===== src/hw/rtl/pbc_pkg.sv =====
`timescale 1ns / 1ps

package pbc_pkg;

	// coordinate fields are fixed at ten bits on the stream
	localparam int COORD_BITS = 10;
	// one extra bit so that far edges and right or bottom neighbour cells never wrap
	localparam int CW         = COORD_BITS + 1;
	localparam int SLOT_BITS  = 4;
	localparam int CFG_IDX_BITS = 2;

	localparam int S_TDATA_BITS = 72;
	localparam int M_TDATA_BITS = 16;

	localparam logic [CFG_IDX_BITS-1:0] CFG_WINDOW_WIDTH  = 2'd0;
	localparam logic [CFG_IDX_BITS-1:0] CFG_WINDOW_HEIGHT = 2'd1;
	localparam logic [CFG_IDX_BITS-1:0] CFG_LINE_MODE     = 2'd2;

	localparam logic [COORD_BITS-1:0] WINDOW_WIDTH_RST  = 10'd79;
	localparam logic [COORD_BITS-1:0] WINDOW_HEIGHT_RST = 10'd23;

	localparam logic FUNC_WRITE = 1'b0;
	localparam logic FUNC_QUERY = 1'b1;

	typedef enum logic [3:0] {
		KIND_INSIDE     = 4'd0,
		KIND_VERTICAL   = 4'd1,
		KIND_HORIZONTAL = 4'd2,
		KIND_CORNER_TL  = 4'd3,
		KIND_CORNER_TR  = 4'd4,
		KIND_CORNER_BL  = 4'd5,
		KIND_CORNER_BR  = 4'd6,
		KIND_JOIN_TOP   = 4'd7,
		KIND_JOIN_BOT   = 4'd8,
		KIND_JOIN_LEFT  = 4'd9,
		KIND_JOIN_RIGHT = 4'd10,
		KIND_CROSS      = 4'd11,
		KIND_OUTSIDE    = 4'd12
	} kind_t;

	typedef struct packed {
		logic [COORD_BITS-1:0] x;
		logic [COORD_BITS-1:0] y;
		logic [COORD_BITS-1:0] w;
		logic [COORD_BITS-1:0] h;
	} geom_t;

	typedef struct packed {
		logic                  is_query;
		logic [SLOT_BITS-1:0]  slot;
		geom_t                 geom;
		logic                  vis;
		logic [COORD_BITS-1:0] cx;
		logic [COORD_BITS-1:0] cy;
	} cmd_t;

	typedef struct packed {
		logic [COORD_BITS-1:0] win_w;
		logic [COORD_BITS-1:0] win_h;
		logic                  line_mode;
	} cfg_t;

	// neighbour mask: left=8, right=4, top=2, bottom=1
	function automatic kind_t mask_kind(input logic [3:0] m);
		kind_t k;
		case (m)
			4'd3:    k = KIND_VERTICAL;
			4'd5:    k = KIND_CORNER_TL;
			4'd6:    k = KIND_CORNER_BL;
			4'd7:    k = KIND_JOIN_LEFT;
			4'd9:    k = KIND_CORNER_TR;
			4'd10:   k = KIND_CORNER_BR;
			4'd11:   k = KIND_JOIN_RIGHT;
			4'd12:   k = KIND_HORIZONTAL;
			4'd13:   k = KIND_JOIN_TOP;
			4'd14:   k = KIND_JOIN_BOT;
			4'd15:   k = KIND_CROSS;
			default: k = KIND_OUTSIDE;
		endcase
		return k;
	endfunction

	function automatic logic [7:0] glyph_lines(input kind_t k);
		logic [7:0] g;
		case (k)
			KIND_INSIDE:     g = 8'h20;
			KIND_VERTICAL:   g = 8'h78;
			KIND_HORIZONTAL: g = 8'h71;
			KIND_CORNER_TL:  g = 8'h6c;
			KIND_CORNER_TR:  g = 8'h6b;
			KIND_CORNER_BL:  g = 8'h6d;
			KIND_CORNER_BR:  g = 8'h6a;
			KIND_JOIN_TOP:   g = 8'h77;
			KIND_JOIN_BOT:   g = 8'h76;
			KIND_JOIN_LEFT:  g = 8'h74;
			KIND_JOIN_RIGHT: g = 8'h75;
			KIND_CROSS:      g = 8'h6e;
			default:         g = 8'h7e;
		endcase
		return g;
	endfunction

	function automatic logic [7:0] glyph_ascii(input kind_t k);
		logic [7:0] g;
		case (k)
			KIND_INSIDE:     g = 8'h20;
			KIND_VERTICAL:   g = 8'h7c;
			KIND_HORIZONTAL: g = 8'h2d;
			KIND_JOIN_TOP:   g = 8'h2d;
			KIND_JOIN_BOT:   g = 8'h2d;
			KIND_JOIN_LEFT:  g = 8'h7c;
			KIND_JOIN_RIGHT: g = 8'h7c;
			KIND_CROSS:      g = 8'h2b;
			default:         g = 8'h2e;
		endcase
		return g;
	endfunction

endpackage


===== src/hw/rtl/pbc_front.sv =====
`timescale 1ns / 1ps

module pbc_front #(
	parameter int MAX_PANES = 16
) (
	input  logic                              clk,
	input  logic                              arst_n,
	input  logic                              s_tvalid,
	output logic                              s_tready,
	input  logic [pbc_pkg::S_TDATA_BITS-1:0]  s_tdata,
	input  logic                              s_tuser,
	output logic                              q_valid,
	output pbc_pkg::cmd_t                     q_cmd,
	input  logic                              q_pop
);
	import pbc_pkg::*;

	localparam int Q_DEPTH = 4;
	localparam int PTR_W   = $clog2(Q_DEPTH);

	cmd_t                cmd;
	logic                keep;
	logic                push;
	cmd_t                q_mem [Q_DEPTH];
	logic [PTR_W-1:0]    wr_ptr_q;
	logic [PTR_W-1:0]    rd_ptr_q;
	logic [PTR_W:0]      count_q;

	// unpack the beat
	always_comb begin
		cmd.is_query = (s_tuser == FUNC_QUERY);
		cmd.slot     = s_tdata[3:0];
		cmd.geom.x   = s_tdata[13:4];
		cmd.geom.y   = s_tdata[23:14];
		cmd.geom.w   = s_tdata[33:24];
		cmd.geom.h   = s_tdata[43:34];
		cmd.vis      = s_tdata[44];
		cmd.cx       = s_tdata[54:45];
		cmd.cy       = s_tdata[64:55];
	end

	// writes to slots the table does not have are dropped here
	assign keep     = cmd.is_query || (32'(cmd.slot) < MAX_PANES);
	assign s_tready = (count_q != (PTR_W+1)'(Q_DEPTH));
	assign push     = s_tvalid && s_tready && keep;
	assign q_valid  = (count_q != '0);
	assign q_cmd    = q_mem[rd_ptr_q];

	always_ff @(posedge clk) begin
		if (push) begin
			q_mem[wr_ptr_q] <= cmd;
		end
	end

	always_ff @(posedge clk or negedge arst_n) begin
		if (!arst_n) begin
			wr_ptr_q <= '0;
			rd_ptr_q <= '0;
			count_q  <= '0;
		end else begin
			if (push) begin
				wr_ptr_q <= wr_ptr_q + 1'b1;
			end
			if (q_pop) begin
				rd_ptr_q <= rd_ptr_q + 1'b1;
			end
			case ({push, q_pop})
				2'b10:   count_q <= count_q + 1'b1;
				2'b01:   count_q <= count_q - 1'b1;
				default: count_q <= count_q;
			endcase
		end
	end

endmodule


===== src/hw/rtl/pbc_back.sv =====
`timescale 1ns / 1ps

module pbc_back #(
	parameter int MAX_PANES = 16
) (
	input  logic                              clk,
	input  logic                              arst_n,
	input  pbc_pkg::cfg_t                     cfg,
	input  logic                              q_valid,
	input  pbc_pkg::cmd_t                     q_cmd,
	output logic                              q_pop,
	output logic                              m_tvalid,
	input  logic                              m_tready,
	output logic [pbc_pkg::M_TDATA_BITS-1:0]  m_tdata
);
	import pbc_pkg::*;

	localparam int IDX_W = (MAX_PANES > 1) ? $clog2(MAX_PANES) : 1;
	localparam int CNT_W = IDX_W + 1;
	localparam int NPOS  = 5;
	// cell positions tested side by side
	localparam int POS_C = 0;
	localparam int POS_L = 1;
	localparam int POS_R = 2;
	localparam int POS_T = 3;
	localparam int POS_B = 4;

	typedef enum logic [1:0] {ST_IDLE, ST_SCAN, ST_EMIT} state_t;

	state_t                state_q;
	logic [CNT_W-1:0]      issue_q;
	logic [MAX_PANES-1:0]  vis_q;
	geom_t                 geom_mem [MAX_PANES];
	geom_t                 geom_s1;
	logic                  rd_vld_s1;
	logic                  last_s1;
	logic                  vis_s1;
	logic [NPOS-1:0]       dec_q;
	logic [NPOS-1:0]       bord_q;
	logic                  hit_q;
	logic [COORD_BITS-1:0] cx_q;
	logic [COORD_BITS-1:0] cy_q;
	logic                  m_tvalid_q;
	logic [M_TDATA_BITS-1:0] m_tdata_q;

	logic [IDX_W-1:0]      wr_idx;
	logic [IDX_W-1:0]      rd_idx;
	logic                  wr_en;
	logic                  start;
	logic                  issue;
	logic                  load;
	logic [CW-1:0]         pos_x [NPOS];
	logic [CW-1:0]         pos_y [NPOS];
	logic [2:0]            res [NPOS];
	logic [3:0]            mask;
	kind_t                 kind;
	logic [7:0]            glyph;

	// returns {inside, on frame edge, within grown rectangle}
	function automatic logic [2:0] pane_test(
		input logic [CW-1:0] px, input logic [CW-1:0] py, input geom_t g);
		logic [CW-1:0] x, y, xe, ye, px1, py1;
		logic in_pane, xr, yr, vedge, hedge;
		x     = CW'(g.x);
		y     = CW'(g.y);
		xe    = CW'(g.x) + CW'(g.w);
		ye    = CW'(g.y) + CW'(g.h);
		px1   = px + 1'b1;
		py1   = py + 1'b1;
		in_pane = (px >= x) && (px < xe) && (py >= y) && (py < ye);
		xr    = ((g.x == '0) || (px1 >= x)) && (px <= xe);
		yr    = ((g.y == '0) || (py1 >= y)) && (py <= ye);
		vedge = yr && (((g.x != '0) && (px1 == x)) || (px == xe));
		hedge = xr && (((g.y != '0) && (py1 == y)) || (py == ye));
		return {in_pane, vedge || hedge, xr && yr};
	endfunction

	assign q_pop  = (state_q == ST_IDLE) && q_valid;
	assign wr_en  = q_pop && !q_cmd.is_query;
	assign start  = q_pop && q_cmd.is_query;
	assign wr_idx = IDX_W'(q_cmd.slot);
	assign issue  = (state_q == ST_SCAN) && (issue_q < CNT_W'(MAX_PANES));
	assign rd_idx = issue_q[IDX_W-1:0];
	assign load   = (state_q == ST_EMIT) && (!m_tvalid_q || m_tready);

	always_comb begin
		pos_x[POS_C] = CW'(cx_q);          pos_y[POS_C] = CW'(cy_q);
		pos_x[POS_L] = CW'(cx_q) - 1'b1;   pos_y[POS_L] = CW'(cy_q);
		pos_x[POS_R] = CW'(cx_q) + 1'b1;   pos_y[POS_R] = CW'(cy_q);
		pos_x[POS_T] = CW'(cx_q);          pos_y[POS_T] = CW'(cy_q) - 1'b1;
		pos_x[POS_B] = CW'(cx_q);          pos_y[POS_B] = CW'(cy_q) + 1'b1;
		for (int j = 0; j < NPOS; j++) begin
			res[j] = pane_test(pos_x[j], pos_y[j], geom_s1);
		end
	end

	// off the left or top edge counts as border
	assign mask = {(cx_q == '0) || bord_q[POS_L], bord_q[POS_R],
		(cy_q == '0) || bord_q[POS_T], bord_q[POS_B]};

	always_comb begin
		if ((cx_q > cfg.win_w) || (cy_q > cfg.win_h) || !hit_q) begin
			kind = KIND_OUTSIDE;
		end else if (!bord_q[POS_C]) begin
			kind = KIND_INSIDE;
		end else begin
			kind = mask_kind(mask);
		end
		glyph = cfg.line_mode ? glyph_lines(kind) : glyph_ascii(kind);
	end

	always_ff @(posedge clk) begin
		if (wr_en) begin
			geom_mem[wr_idx] <= q_cmd.geom;
		end
	end

	always_ff @(posedge clk) begin
		geom_s1 <= geom_mem[rd_idx];
		if (start) begin
			cx_q <= q_cmd.cx;
			cy_q <= q_cmd.cy;
		end
		if (load) begin
			m_tdata_q <= {4'b0, glyph, 4'(kind)};
		end
	end

	always_ff @(posedge clk or negedge arst_n) begin
		if (!arst_n) begin
			state_q    <= ST_IDLE;
			issue_q    <= '0;
			vis_q      <= '0;
			rd_vld_s1  <= 1'b0;
			last_s1    <= 1'b0;
			vis_s1     <= 1'b0;
			dec_q      <= '0;
			bord_q     <= '0;
			hit_q      <= 1'b0;
			m_tvalid_q <= 1'b0;
		end else begin
			rd_vld_s1 <= issue;
			if (m_tvalid_q && m_tready && !load) begin
				m_tvalid_q <= 1'b0;
			end
			case (state_q)
				ST_IDLE: begin
					if (wr_en) begin
						vis_q[wr_idx] <= q_cmd.vis;
					end
					if (start) begin
						state_q <= ST_SCAN;
						issue_q <= '0;
						dec_q   <= '0;
						bord_q  <= '0;
						hit_q   <= 1'b0;
					end
				end
				ST_SCAN: begin
					if (issue) begin
						issue_q   <= issue_q + 1'b1;
						vis_s1    <= vis_q[rd_idx];
						last_s1   <= (issue_q == CNT_W'(MAX_PANES - 1));
					end
					if (rd_vld_s1) begin
						if (vis_s1) begin
							// first visible pane that decides a position wins
							for (int j = 0; j < NPOS; j++) begin
								if (!dec_q[j] && (res[j][2] || res[j][1])) begin
									dec_q[j]  <= 1'b1;
									bord_q[j] <= !res[j][2];
								end
							end
							if (res[POS_C][0]) begin
								hit_q <= 1'b1;
							end
						end
						if (last_s1) begin
							state_q <= ST_EMIT;
						end
					end
				end
				ST_EMIT: begin
					if (load) begin
						m_tvalid_q <= 1'b1;
						state_q    <= ST_IDLE;
					end
				end
				default: state_q <= ST_IDLE;
			endcase
		end
	end

	assign m_tvalid = m_tvalid_q;
	assign m_tdata  = m_tdata_q;

endmodule


===== src/hw/rtl/pane_border_cell_classifier_top.sv =====
`timescale 1ns / 1ps
// pane border cell classifier
// input stream (s_*): one beat per item; tuser is the function, 0 loads a pane
// table slot, 1 asks for the class of a cell. table loads give no output beat.
// output stream (m_*): one beat per query with the cell kind and its glyph.
// configuration: cfg_we/cfg_index/cfg_wdata set window width, window height and
// the glyph set; only write them while no query is in flight.
// the front end decodes beats into a four-entry command queue, so the input
// keeps taking beats while the back end scans or while a result waits.
// the back end walks the pane table one slot per cycle through its registered
// memory port, testing the cell and its four neighbours against that slot at
// once; it takes no new command until a query's result is loaded for output.
// when the receiver stalls the result holds in the output register, the back
// end waits with the next query, and the queue fills before s_tready drops.
// reset: all panes invisible, window 79 by 23, ascii glyphs, queue empty.

module pane_border_cell_classifier_top #(
	parameter int MAX_PANES = 16
) (
	input  logic                                  clk,
	input  logic                                  arst_n,
	input  logic                                  s_tvalid,
	output logic                                  s_tready,
	// pane_slot, pane_x, pane_y, pane_width, pane_height, pane_visible,
	// cell_x, cell_y, zero pad
	input  logic [pbc_pkg::S_TDATA_BITS-1:0]      s_tdata,
	// func
	input  logic                                  s_tuser,
	output logic                                  m_tvalid,
	input  logic                                  m_tready,
	// cell_kind, glyph, zero pad
	output logic [pbc_pkg::M_TDATA_BITS-1:0]      m_tdata,
	input  logic                                  cfg_we,
	input  logic [pbc_pkg::CFG_IDX_BITS-1:0]      cfg_index,
	input  logic [pbc_pkg::COORD_BITS-1:0]        cfg_wdata
);
	import pbc_pkg::*;

	cfg_t cfg_q;
	logic q_valid;
	cmd_t q_cmd;
	logic q_pop;

	// configuration registers, unknown indexes are ignored
	always_ff @(posedge clk or negedge arst_n) begin
		if (!arst_n) begin
			cfg_q.win_w     <= WINDOW_WIDTH_RST;
			cfg_q.win_h     <= WINDOW_HEIGHT_RST;
			cfg_q.line_mode <= 1'b0;
		end else if (cfg_we) begin
			case (cfg_index)
				CFG_WINDOW_WIDTH:  cfg_q.win_w     <= cfg_wdata;
				CFG_WINDOW_HEIGHT: cfg_q.win_h     <= cfg_wdata;
				CFG_LINE_MODE:     cfg_q.line_mode <= cfg_wdata[0];
				default:           cfg_q           <= cfg_q;
			endcase
		end
	end

	// front end: decode and queue
	pbc_front #(
		.MAX_PANES (MAX_PANES)
	) u_front (
		.clk      (clk),
		.arst_n   (arst_n),
		.s_tvalid (s_tvalid),
		.s_tready (s_tready),
		.s_tdata  (s_tdata),
		.s_tuser  (s_tuser),
		.q_valid  (q_valid),
		.q_cmd    (q_cmd),
		.q_pop    (q_pop)
	);

	// back end: pane table, slot scan and output register
	pbc_back #(
		.MAX_PANES (MAX_PANES)
	) u_back (
		.clk      (clk),
		.arst_n   (arst_n),
		.cfg      (cfg_q),
		.q_valid  (q_valid),
		.q_cmd    (q_cmd),
		.q_pop    (q_pop),
		.m_tvalid (m_tvalid),
		.m_tready (m_tready),
		.m_tdata  (m_tdata)
	);

endmodule


===== config.mk =====
export PLATFORM = sky130hd
export DESIGN_NAME = pane_border_cell_classifier_top
export DESIGN_NICKNAME = d
export VERILOG_FILES = /design/src/hw/rtl/pbc_pkg.sv /design/src/hw/rtl/pbc_front.sv /design/src/hw/rtl/pbc_back.sv /design/src/hw/rtl/pane_border_cell_classifier_top.sv
export SDC_FILE = /design/constraint.sdc
export NUM_CORES = 1
export LEC_CHECK = 0
export ABC_AREA = 1
export BUFFER_PORTS_ARGS = -buffer_cell sky130_fd_sc_hd__buf_4
export CORE_MARGIN = 4
export CORE_UTILIZATION = 55
export DETAILED_ROUTE_END_ITERATION = 16
export HOLD_SLACK_MARGIN = 0.12
export PLACE_DENSITY = 0.71
export SLEW_MARGIN = 10
export SYNTH_ARGS = -nofsm -noshare
export SYNTH_HDL_FRONTEND = slang
export SYNTH_HIERARCHICAL = 1
export SYNTH_SLANG_ARGS = --single-unit

===== constraint.sdc =====
create_clock -name clk -period 8.2 [get_ports clk]
set_input_delay 1.23 -clock clk [delete_from_list [all_inputs] [get_ports clk]]
set_output_delay 1.23 -clock clk [all_outputs]
set_load 0.01 [all_outputs]

==> reports/qor.csv <==
metric,value,unit
synth-simple-area-share,13.17,%
relSlewSlack,22.93,%
grt_overflow_total,0,
dr.pass1.iters,6,
gp_congestion,0.9372,
required,8.70,ns
drt_iter0_markers,3225,
ys_warn_count,6,
crit_type,reg2reg,
crit_path_start_kind,flop,
clock-sinks,1040,
finalSetupTns,0,ns
start_util,55.84,%
grt_usage,24.46,%
io_buffers,94,
cts_tree,yes,
cts_inserted_buffers,102,
synth_cell_types,59,
setup_violations,0,
postSynthAreaPerCell,11.35,um2
cts_resized,0,
dieArea,91910,um2
grt_pass1_vias,30080,
placed_area,49540,um2
synth-compound-area-share,11.05,%
drc,0,
via_per_inst,5.797,
grt_max_degree,209,
final_cell_mix,"edfxtp_1, nand2_1, nor2_1",
clk_path_buf_depth,3,
path_cells,"ha_1, a21oi_1, nand2_1, a21oi_1, o21bai_1, nand2_1, nand2_1, nand2_1, nand2_1, nand2_1, nand2_1, a21oi_1, xor2_1, ha_1, nand2_1, inv_1, nand3_1, o31ai_1, nand2_1, nand3_2, nand2_1, nand3_1, nand2_1",
crit_top_cell,nand2_1,
insertion_delay,0.68,ns
period_needed,4.111,ns
status,completed,
maxCapViolations,0,
synth_top_family_by_area,simple AND/OR/NAND/NOR gates,
cpLargestDelayFamily,compound AO/OA/AOI/OAI gates,
critPathSlowestCell,o31ai_1,
seqPwrFrac,36.4,%
rsz0062_at_grt,false,
path_clk_slew,0.06,ns
netlist_instances,4223,
yosys.area_share.xor_xnor,1.055,%
critPathCaptureType,flop,
path_max_fanout,4,
postLayoutCellArea,52910,um2
final_common_cell,edfxtp_1,
areaGrowthSynthToFinish,10.41,%
hold_class,reg2reg,
ant_nets,0,
synth-seq-cells,1040,
peakVddDrop,0.0002540,V
hpwl,65480,um
power_density,414.7,nW/um2
hold_viol,0,
cts-hold-fix-buffers,0,
crit_buf_inv,1,
muxShareOfSynthArea,0,%
vias,31930,
fmax,243.3,MHz
swShare,41.31,%
core-area,85820,um2
power.internal,12.88,mW
synth-edff-count,934,
async_reset_ff_share,6.346,%
cp.arrival,4.61,ns
ys.flop_type,edfxtp_1,
p_leak,20.11,nW
p_switching,9.063,mW
final.setup_skew,0.07571,ns
die_x,303.2,um
wl_per_cell,20.60,um
antenna_found_initial,1,
cpPeakStageDelay,0.96,ns
totalWireLength,113500,um
worst_pin_slew,1.146,ns
maxSlewViolCount,0,
rows,107,
drive_gt1_share,9.950,%
synthesis.area,47920,um2
p_comb_share,42.6,%
clockRootBuffer,clkbuf_16,
yosys.area_share.adder,5.974,%
nets,4591,
boundaryPins,108,
postCtsSetupBuffers,0,
dieHeight,303.2,um
grt_first_pass_wirelength,172300,um
h-tree-depth,3,
period_share,50.13,%
ys_seq_area_share,63.67,%
clkPwrFrac,21.0,%
[state kept, by name (all words and copies together), names as in the netlist, 10 cells and up]
name and flops:
u_back/geom_mem 640, u_front/q_mem 264, u_back/geom_s1 40, cfg_q 21, u_back/vis_q 16, u_back/cx_q 10
u_back/cy_q 10, u_back/m_tdata 10
[worst reg2reg max path: stages, from the launching register on]
cell and delay, ns:
dfxtp_1 0.31, ha_1 0.34, a21oi_1 0.15, nand2_1 0.09, a21oi_1 0.14, o21bai_1 0.11, nand2_1 0.07, nand2_1 0.05
nand2_1 0.05, nand2_1 0.07, nand2_1 0.06, nand2_1 0.05, a21oi_1 0.16, xor2_1 0.40, ha_1 0.21, nand2_1 0.06
inv_1 0.09, nand3_1 0.11, o31ai_1 0.96, nand2_1 0.17, nand3_2 0.14, nand2_1 0.06, nand3_1 0.07, nand2_1 0.06
[metal layers]
| metal | wire length [um] | vias to the layer above | track usage (%) | share of wire [%] |
|---|---|---|---|---|
| li1 | - | 15100 | - | - |
| met1 | 48200 | 15360 | 35.11 | 42 |
| met5 | 0 | - | 0 | 0 |
| met2 | 52720 | 1248 | 39.03 | 46 |
| met3 | 8727 | 220 | 3.025 | 7.7 |
| met4 | 3815 | 0 | 8.596 | 3.4 |
[path summary, 6_finish.rpt]
path / startpoint / end / slack, ns / cells after the start
worst max-delay path: u_back/geom_s1[12] / u_back/bord_q[0] / 4.09 / 23
worst min-delay path: cfg_q[14] / cfg_q[14] / 0.46 / 2
worst max register to register: u_back/geom_s1[12] / u_back/bord_q[0] / 4.09 / 23
worst min register to register: cfg_q[14] / cfg_q[14] / 0.46 / 2
max in group asynchronous: arst_n / u_back/issue_q[1] / 6.78 / 1
min in group asynchronous: arst_n / u_front/wr_ptr_q[1] / 0.71 / 1
[logic make-up after synthesis]
kind of cell	after synthesis
AOI/OAI and AO/OA	837
DFF	1040
xor gates and xnor gates	56
buffers and inverters	563
adders and majority gates	227
and+or+nand+nor	1498
other	2
[area by class of cell]
class,instances,area (um2)
diodes,1,2.502
clock buffers,141,2800
clock inverters,51,568.0
fillers,6526,32910
inverters,374,1419
multi-input cells,2624,15150
flip-flops and latches,1040,30530
well taps,1144,1431
repair buffers,132,1003
[power by group through the flow]
stage	registers, mW	logic, mW	clock network [mW]
floorplan	7.78	6.72	0
global placement	8.07	8.97	0
detailed placement	8.10	9.21	0
CTS	7.99	9.27	4.67
global route	8.06	10.4	4.91
finish	7.99	9.34	4.60
[cell usage after synthesis (14+ instances only)]
master	count	share of area, %
a21oi_1	101	1.1
buf_4	17	0.27
buf_6	28	0.66
clkbuf_1	130	1.0
dfrtp_1	57	3.0
dfxtp_1	40	1.7
edfxtp_1	934	59
ha_1	224	5.8
inv_1	355	2.8
inv_2	14	0.11
nand2_1	700	5.5
nand3_1	165	1.7
nand4_1	60	0.78
nor2_1	484	3.8
nor3_1	22	0.23
o211ai_1	105	1.6
o211ai_2	50	1.3
o21ai_0	374	3.9
o221ai_1	66	1.2
o22ai_1	96	1.3
xnor2_1	18	0.33
xor2_1	36	0.66
[per-stage QoR]
stage	hold WS (ns)	utilization [%]	setup WS [ns]	power [mW]	std cells
2_1_floorplan	0.4417	-	3.568	14.50	4227
3_3_place_gp	0.4522	57.72	4.179	17.04	5314
3_5_place_dp	0.4556	57.72	4.175	17.30	5314
4_1_cts	0.4684	61.65	4.136	21.93	5506
5_1_grt	0.4869	61.65	3.735	23.42	5506
6_report	0.4645	61.65	4.089	21.94	5507
(Power assumes the default switching activity.)
